--- src/rtl/hsc_pkg.sv ---
// Package for the hashed spawn cell decision block: item types, register
// indexes, hash and modulo constants, and a shared 32x32 multiply.
// Depends on nothing.
package hsc_pkg;

  localparam int unsigned BIOME_COUNT_DEF = 64;
  localparam int unsigned FLOOR_STEP      = 2;

  localparam logic [63:0] GOLDEN = 64'h9E3779B97F4A7C15;
  localparam logic [63:0] MULT_A = 64'hBF58476D1CE4E5B9;
  localparam logic [63:0] MULT_B = 64'h94D049BB133111EB;
  localparam int unsigned SH_A = 30;
  localparam int unsigned SH_B = 27;
  localparam int unsigned SH_C = 31;

  localparam logic [13:0] DENSITY_SCALE = 14'd10000;
  // 2^16, 2^32 and 2^48 reduced modulo the density scale
  localparam logic [12:0] RES_C1 = 13'd5536;
  localparam logic [12:0] RES_C2 = 13'd7296;
  localparam logic [12:0] RES_C3 = 13'd656;
  // floor(2^43 / 10000)
  localparam logic [29:0] RECIP       = 30'd879609302;
  localparam int unsigned RECIP_SHIFT = 43;

  typedef enum logic [2:0] {
    REG_CELL_SPACING = 3'd0,
    REG_DENSITY      = 3'd1,
    REG_MIN_HEIGHT   = 3'd2,
    REG_MAX_HEIGHT   = 3'd3,
    REG_VERT_OFFSET  = 3'd4,
    REG_RULE_SEED    = 3'd5,
    REG_WORLD_SEED   = 3'd6,
    REG_BIOME_MASK   = 3'd7
  } reg_idx_t;

  typedef struct packed {
    logic signed [31:0] column_x;
    logic signed [31:0] column_z;
    logic signed [31:0] surface_height;
    logic               biome_known;
    logic [5:0]         biome_id;
  } in_item_t;

  typedef struct packed {
    logic               placed;
    logic signed [31:0] origin_x;
    logic signed [31:0] origin_y;
    logic signed [31:0] origin_z;
    logic [31:0]        instance_seed;
  } out_item_t;

  function automatic logic [63:0] mul32(input logic [31:0] a, input logic [31:0] b);
    return a * b;
  endfunction

endpackage

--- src/rtl/hsc_floor.sv ---
// Pipelined floor of x and z to the cell spacing: two remainder bits per
// stage, then the floor correction. Depends on hsc_pkg.
module hsc_floor #(
  parameter int unsigned SW = 1
) (
  input  logic                clk,
  input  logic                rst,
  input  logic                adv,
  input  logic                in_vld,
  input  logic signed [31:0]  in_x,
  input  logic signed [31:0]  in_z,
  input  logic [15:0]         spacing,
  input  logic [SW-1:0]       in_side,
  output logic                out_vld,
  output logic signed [32:0]  out_ox,
  output logic signed [32:0]  out_oz,
  output logic [SW-1:0]       out_side
);

  localparam int unsigned NST = 32 / hsc_pkg::FLOOR_STEP;

  logic               vld  [NST];
  logic [SW-1:0]      side [NST];
  logic signed [31:0] val  [NST][2];
  logic [31:0]        mag  [NST][2];
  logic [15:0]        rem  [NST][2];

  function automatic logic signed [32:0] fl_adj(input logic signed [31:0] v,
                                                input logic [15:0] r,
                                                input logic [15:0] s);
    logic [15:0] rf;
    rf = (v[31] && r != 16'd0) ? 16'(s - r) : r;
    return {v[31], v} - {17'd0, rf};
  endfunction

  for (genvar k = 0; k < NST; k++) begin : g_st
    logic               cv;
    logic [SW-1:0]      cs;
    logic signed [31:0] cval [2];
    logic [31:0]        cmag [2];
    logic [15:0]        crem [2];
    logic [15:0]        nrem [2];

    if (k == 0) begin : g_first
      always_comb begin
        cv      = in_vld;
        cs      = in_side;
        cval[0] = in_x;
        cval[1] = in_z;
        for (int l = 0; l < 2; l++) begin
          cmag[l] = cval[l][31] ? (~cval[l] + 32'd1) : cval[l];
          crem[l] = '0;
        end
      end
    end else begin : g_rest
      always_comb begin
        cv = vld[k-1];
        cs = side[k-1];
        for (int l = 0; l < 2; l++) begin
          cval[l] = val[k-1][l];
          cmag[l] = mag[k-1][l];
          crem[l] = rem[k-1][l];
        end
      end
    end

    always_comb begin : p_step
      logic [16:0] t;
      logic [15:0] r;
      for (int l = 0; l < 2; l++) begin
        r = crem[l];
        for (int j = 0; j < hsc_pkg::FLOOR_STEP; j++) begin
          t = {r, cmag[l][31-j]};
          if (t >= {1'b0, spacing}) begin
            t = t - {1'b0, spacing};
          end
          r = t[15:0];
        end
        nrem[l] = r;
      end
    end

    always_ff @(posedge clk) begin
      if (rst) begin
        vld[k] <= 1'b0;
      end else if (adv) begin
        vld[k] <= cv;
      end
      if (adv) begin
        side[k] <= cs;
        for (int l = 0; l < 2; l++) begin
          val[k][l] <= cval[l];
          mag[k][l] <= cmag[l] << hsc_pkg::FLOOR_STEP;
          rem[k][l] <= nrem[l];
        end
      end
    end
  end

  always_ff @(posedge clk) begin
    if (rst) begin
      out_vld <= 1'b0;
    end else if (adv) begin
      out_vld <= vld[NST-1];
    end
    if (adv) begin
      out_side <= side[NST-1];
      out_ox   <= fl_adj(val[NST-1][0], rem[NST-1][0], spacing);
      out_oz   <= fl_adj(val[NST-1][1], rem[NST-1][1], spacing);
    end
  end

endmodule

--- config.mk ---
export PLATFORM = sky130hd
export DESIGN_NAME = hsc_floor
export DESIGN_NICKNAME = d
export VERILOG_FILES = /design/src/rtl/hsc_pkg.sv /design/src/rtl/hsc_floor.sv
export SDC_FILE = /design/constraint.sdc
export NUM_CORES = 2
export LEC_CHECK = 0
export BUFFER_PORTS_ARGS = -buffer_cell sky130_fd_sc_hd__buf_2
export CAP_MARGIN = 20
export CELL_PAD_IN_SITES_DETAIL_PLACEMENT = 2
export CELL_PAD_IN_SITES_GLOBAL_PLACEMENT = 2
export CORE_MARGIN = 5
export CORE_UTILIZATION = 50
export CTS_BUF_LIST = sky130_fd_sc_hd__clkbuf_8
export CTS_CLUSTER_SIZE = 16
export DETAILED_ROUTE_END_ITERATION = 8
export PLACE_DENSITY = 0.95
export SKIP_LAST_GASP = 1
export SLEW_MARGIN = 20
export SYNTH_ARGS = -nofsm -noshare
export SYNTH_HDL_FRONTEND = slang
export SYNTH_SLANG_ARGS = --single-unit
--- constraint.sdc ---
create_clock -name clk -period 22 [get_ports clk]
set_input_delay 1.1 -clock clk [delete_from_list [all_inputs] [get_ports clk]]
set_output_delay 1.1 -clock clk [all_outputs]
set_load 0.1 [all_outputs]
==> results of run 1 <==
## metrics by stage
step | cells | area [sq um]
4_1_cts | 14200 | 135000
3_5_place_dp | 13600 | 128000
3_3_place_gp | 13600 | 128000
2_1_floorplan | 10300 | 123000
## kinds of logic after synthesis
group | count (synthesis) | synth area share [%]
DFF | 2086 | 51.0
AOI/OAI and AO/OA | 2588 | 13.6
buffers and inverters | 618 | 1.93
xor gates and xnor gates | 888 | 6.33
and+or+nand+nor | 2266 | 8.97
adders and majority gates | 1126 | 11.9
muxes | 703 | 6.37
## layer usage
metal	track usage, %	overflow
met1	78.8	293
met2	99.6	4466
met3	65.4	261
met4	85.7	1825
met5	47.3	16
==> flow_summary.toml, run 1 <==
[run_status]
status = "did not finish"
outcome.stop_stage = "5_1_grt"
tool.error = "[ERROR GRT-0116] Global routing finished with congestion. Check the congestion regions in the DRC Viewer."

[global_routing]
via_count_of_the_first_global_routing_pass = 152000
grt-ovfl-total = 6861
grt_max_degree = 183
wire_length_of_the_first_global_routing_pass_microns = 1500000
grt_use_total_pct = 81.9

[clock_tree]
cts_buffer_depth = 4
cts_num_sinks = 2086
htreeDepth = 5
cts_post_setup_buffers_inserted = 0
postCtsResizedCells = 0
cts_inserted_buffers = 382
root_buffer_master = "clkbuf_8"
ctsHoldBuffers = 0

[yosys]
ys_seq_area_share_pct = 51.0
post_synth.cell_area_avg_sq_um = 12.0
synthTopCellsByCount = "2085 x edfxtp_1, 1060 x ha_1, 768 x a21oi_1"
synth-seq-cells = 2086
yosysTopAreaCellShare_pct = 50.9
synth_edf_count = 2085
cell_types_with_the_largest_area_share_after_synthesis = "edfxtp_1 51%, ha_1 11%, mux2_2 5.4%, xnor2_1 4.6%, a21oi_1 3.1%"
post-synth-top-area-cell = "edfxtp_1"
synthCells = 10300
synth_most_common_cell = "edfxtp_1"
most_used_dff_post_synth = "edfxtp_1"
yosys_warnings = 0
synthDistinctLibCells = 92
syn-num-nets = 11500
synthArstFlopShare_pct = 0
syn-cell-area_sq_um = 123000

[place]
dpl_worst_slack_ns = 11.40
finalWeightedCongestion = 0.883
buffer_ports.inserted = 152
hpwlAfterDp_microns = 538000

[die]
top_level_ports = 153
floorplan.die.width_microns = 506
floorplan.initialDensity_pct = 50.1
fp.dieH_microns = 506
floorplan.rows = 182
==> inputs of run 2 (changes only) <==
CELL_PAD_IN_SITES_DETAIL_PLACEMENT = default   (was 2)
CELL_PAD_IN_SITES_GLOBAL_PLACEMENT = default   (was 2)
CORE_UTILIZATION = 40   (was 50)
CTS_BUF_LIST = default   (was sky130_fd_sc_hd__clkbuf_8)
CTS_CLUSTER_SIZE = default   (was 16)
PLACE_DENSITY = default   (was 0.95)
PLACE_DENSITY_LB_ADDON = 0.15   (was default)
==> flow_summary.toml, run 2 <==
[yosys]
synth_most_common_cell = "edfxtp_1"
synth_edf_count = 2085
cell_types_with_the_largest_area_share_after_synthesis = "edfxtp_1 51%, ha_1 11%, mux2_2 5.4%, xnor2_1 4.6%, a21oi_1 3.1%"
synthCells = 10300
post_synth.cell_area_avg_sq_um = 12.0
syn-cell-area_sq_um = 123000
synthArstFlopShare_pct = 0
synthDistinctLibCells = 92
syn-num-nets = 11500
most_used_dff_post_synth = "edfxtp_1"
synth-seq-cells = 2086
synthTopCellsByCount = "2085 x edfxtp_1, 1060 x ha_1, 768 x a21oi_1"
ys_seq_area_share_pct = 51.0
yosysTopAreaCellShare_pct = 50.9
post-synth-top-area-cell = "edfxtp_1"
yosys_warnings = 0

[hold_path]
worstHoldPathType = "flip-flop to flip-flop"

[clock_tree]
root_buffer_master = "clkbuf_16"
cts_num_sinks = 2086
postCtsResizedCells = 0
ctsHoldBuffers = 0
cts_inserted_buffers = 229
skew_pair_late_insertion_delay_ns = 0.91
cts_buffer_depth = 4
tritoncts_clock_tree = "done"
htreeDepth = 4
clk_pin_slew_worst_paths_ns = 0.06
cts_post_setup_buffers_inserted = 0

[layout]
largest-register = "val"
areaGrowthSynthToFinish_pct = 11.0
largest_register_ff_count = 1024
ff_latch_area_sq_um = 62600
layout.cell_area.non_filler_sq_um = 136000
fillCellCount = 27900
area_of_the_multi_input_gates_sq_um = 58000
final_common_cell = "edfxtp_1"
layout.cells.most_common_list = "2085 x edfxtp_1, 1060 x ha_1, 768 x a21oi_1, 685 x nor2_1, 646 x xnor2_1"
drive_gt1_share_pct = 12.0
nets = 11800
reg_top3 = "val (1024), rem (512), mag (450)"

[place]
hpwlAfterDp_microns = 214000
finalWeightedCongestion = 0.889
dpl-instance-area_sq_um = 129000
buffer_ports.inserted = 152

[critical_path]
timing.critical_path.required_ns = 22.64
cp.arrival_ns = 8.86
end_kind = "flip-flop"
series_of_cell_instances_along_the_critical_path = "buf_2 -> clkinv_2 -> buf_4 -> buf_4 -> ha_1 -> nand2_1 -> o21ai_0 -> inv_1 -> a2111oi_0 -> o21ai_0 -> a21oi_1 -> or2_2 -> nor2_1 -> a21oi_1 -> ha_1 -> nor2b_1 -> o21ai_0 -> a21oi_1 -> o211a_1 -> nor3_1 -> o21ai_0 -> a211oi_1 -> a21oi_1 -> a221o_1"
path_max_fanout = 23
critical_path.startpoint_type = "input port"
worst_setup_path_category = "input port to flip-flop"
critical_path.slowest_cell = "a211oi_1"
cpPeakStageDelay_ns = 0.94

[global_routing]
via_count_of_the_first_global_routing_pass = 80800
antenna_found_initial = 12
wire_length_of_the_first_global_routing_pass_microns = 461000
grt_max_degree = 197
grt_use_total_pct = 18.1
grt-ovfl-total = 0

[drt]
drtPass1Iterations = 6
post-route-drc-count = 0
postRouteWirelength_microns = 297000
dr.first_iter.drc_count = 5513
routedWlPerCell_microns = 19.9
detailroute.via_count = 81600
via_per_inst = 5.48
antenna_left = 0

[die]
top_level_ports = 153
die_area_sq_um = 318000
placeable_core_area_sq_um = 306000
floorplan.initialDensity_pct = 40.2
fp.dieH_microns = 564
floorplan.die.width_microns = 564
floorplan.rows = 203

[sta]
worst_slew_margin_rel_pct = 26.2
setup_viol_count_final = 0
fin_setup_tns_ns = 0
timing_hold_violations_final = 0
layout_worst_path_cycle_share_pct = 37.4
timing.final.crit_period_ns = 8.22
worst_clock_skew_on_the_final_layout_ns = 0.0888
clock.fmax_mhz = 122
drv_slew = 0
grt_setup_unrepaired = "no"
worst_pin_slew_ns = 1.11

[run_status]
status = "completed"

[flow_run]
max_cap_violations = 0
[run 2: cell counts after synthesis]
No cell type changed its count.
[run 2: final timing paths]
kind	to	from	slack, ns	depth (start not counted)
max	rem[0][44]	spacing[6]	13.78	24
min	mag[0][198]	mag[0][136]	0.37	0
max reg2reg	rem[0][44]	rem[0][4]	15.19	20
min reg2reg	mag[0][198]	mag[0][136]	0.37	0
[run 2: cell families (layout without fill, tap and decap cells)]
family                     count (synthesis)  after routing  synth area share (%)
AOI/OAI and AO/OA                       2588           2588                  13.6
xor gates and xnor gates                 888            888                  6.33
adders and majority gates               1126           1126                  11.9
buffers and inverters                    618           1131                  1.93
DFF                                     2086           2086                  51.0
muxes                                    703            703                  6.37
other                                      0              2                     0
and+or+nand+nor                         2266           2266                  8.97
[run 2: worst max-delay path, delay by kind of cell]
kind	cells	cell delay (ns)
AOI/OAI and AO/OA	12	4.32
adders and majority gates	2	0.75
buffers and inverters	5	1.60
and+or+nand+nor	5	0.99
[run 2: per-layer routing]
layer / up-vias / share of wire [%] / track usage (%)
li1: 39900 / - / -
met1: 39600 / 47 / 25.0
met2: 1677 / 47 / 29.9
met3: 499 / 3.8 / 2.09
met4: 0 / 3.0 / 5.30
met5: - / 0 / 0
[run 2: cell type report]
class,count,area share (%)
antenna,2,0.00367
tap,4100,3.76
sequential,2086,45.9
clock buffer,281,4.39
clock inverter,138,0.871
multi-input combinational,7571,42.5
inverter,450,1.26
timing repair buffer,262,1.26
[run 2: through the flow]
step / hold WS [ns] / std cells / setup slack, ns / utilization, %
2_1_floorplan: 0.400 / 10300 / 9.96 / -
3_3_place_gp: 0.400 / 14500 / 13.23 / 42.3
3_5_place_dp: 0.405 / 14500 / 13.13 / 42.3
4_1_cts: 0.334 / 14900 / 14.08 / 44.6
5_1_grt: 0.348 / 14900 / 13.42 / 44.6
6_report: 0.368 / 14900 / 13.78 / 44.6
Power of run 2 is not shown: default switching activity piles up to over one toggle a cycle in this logic, so the estimate is an artifact.
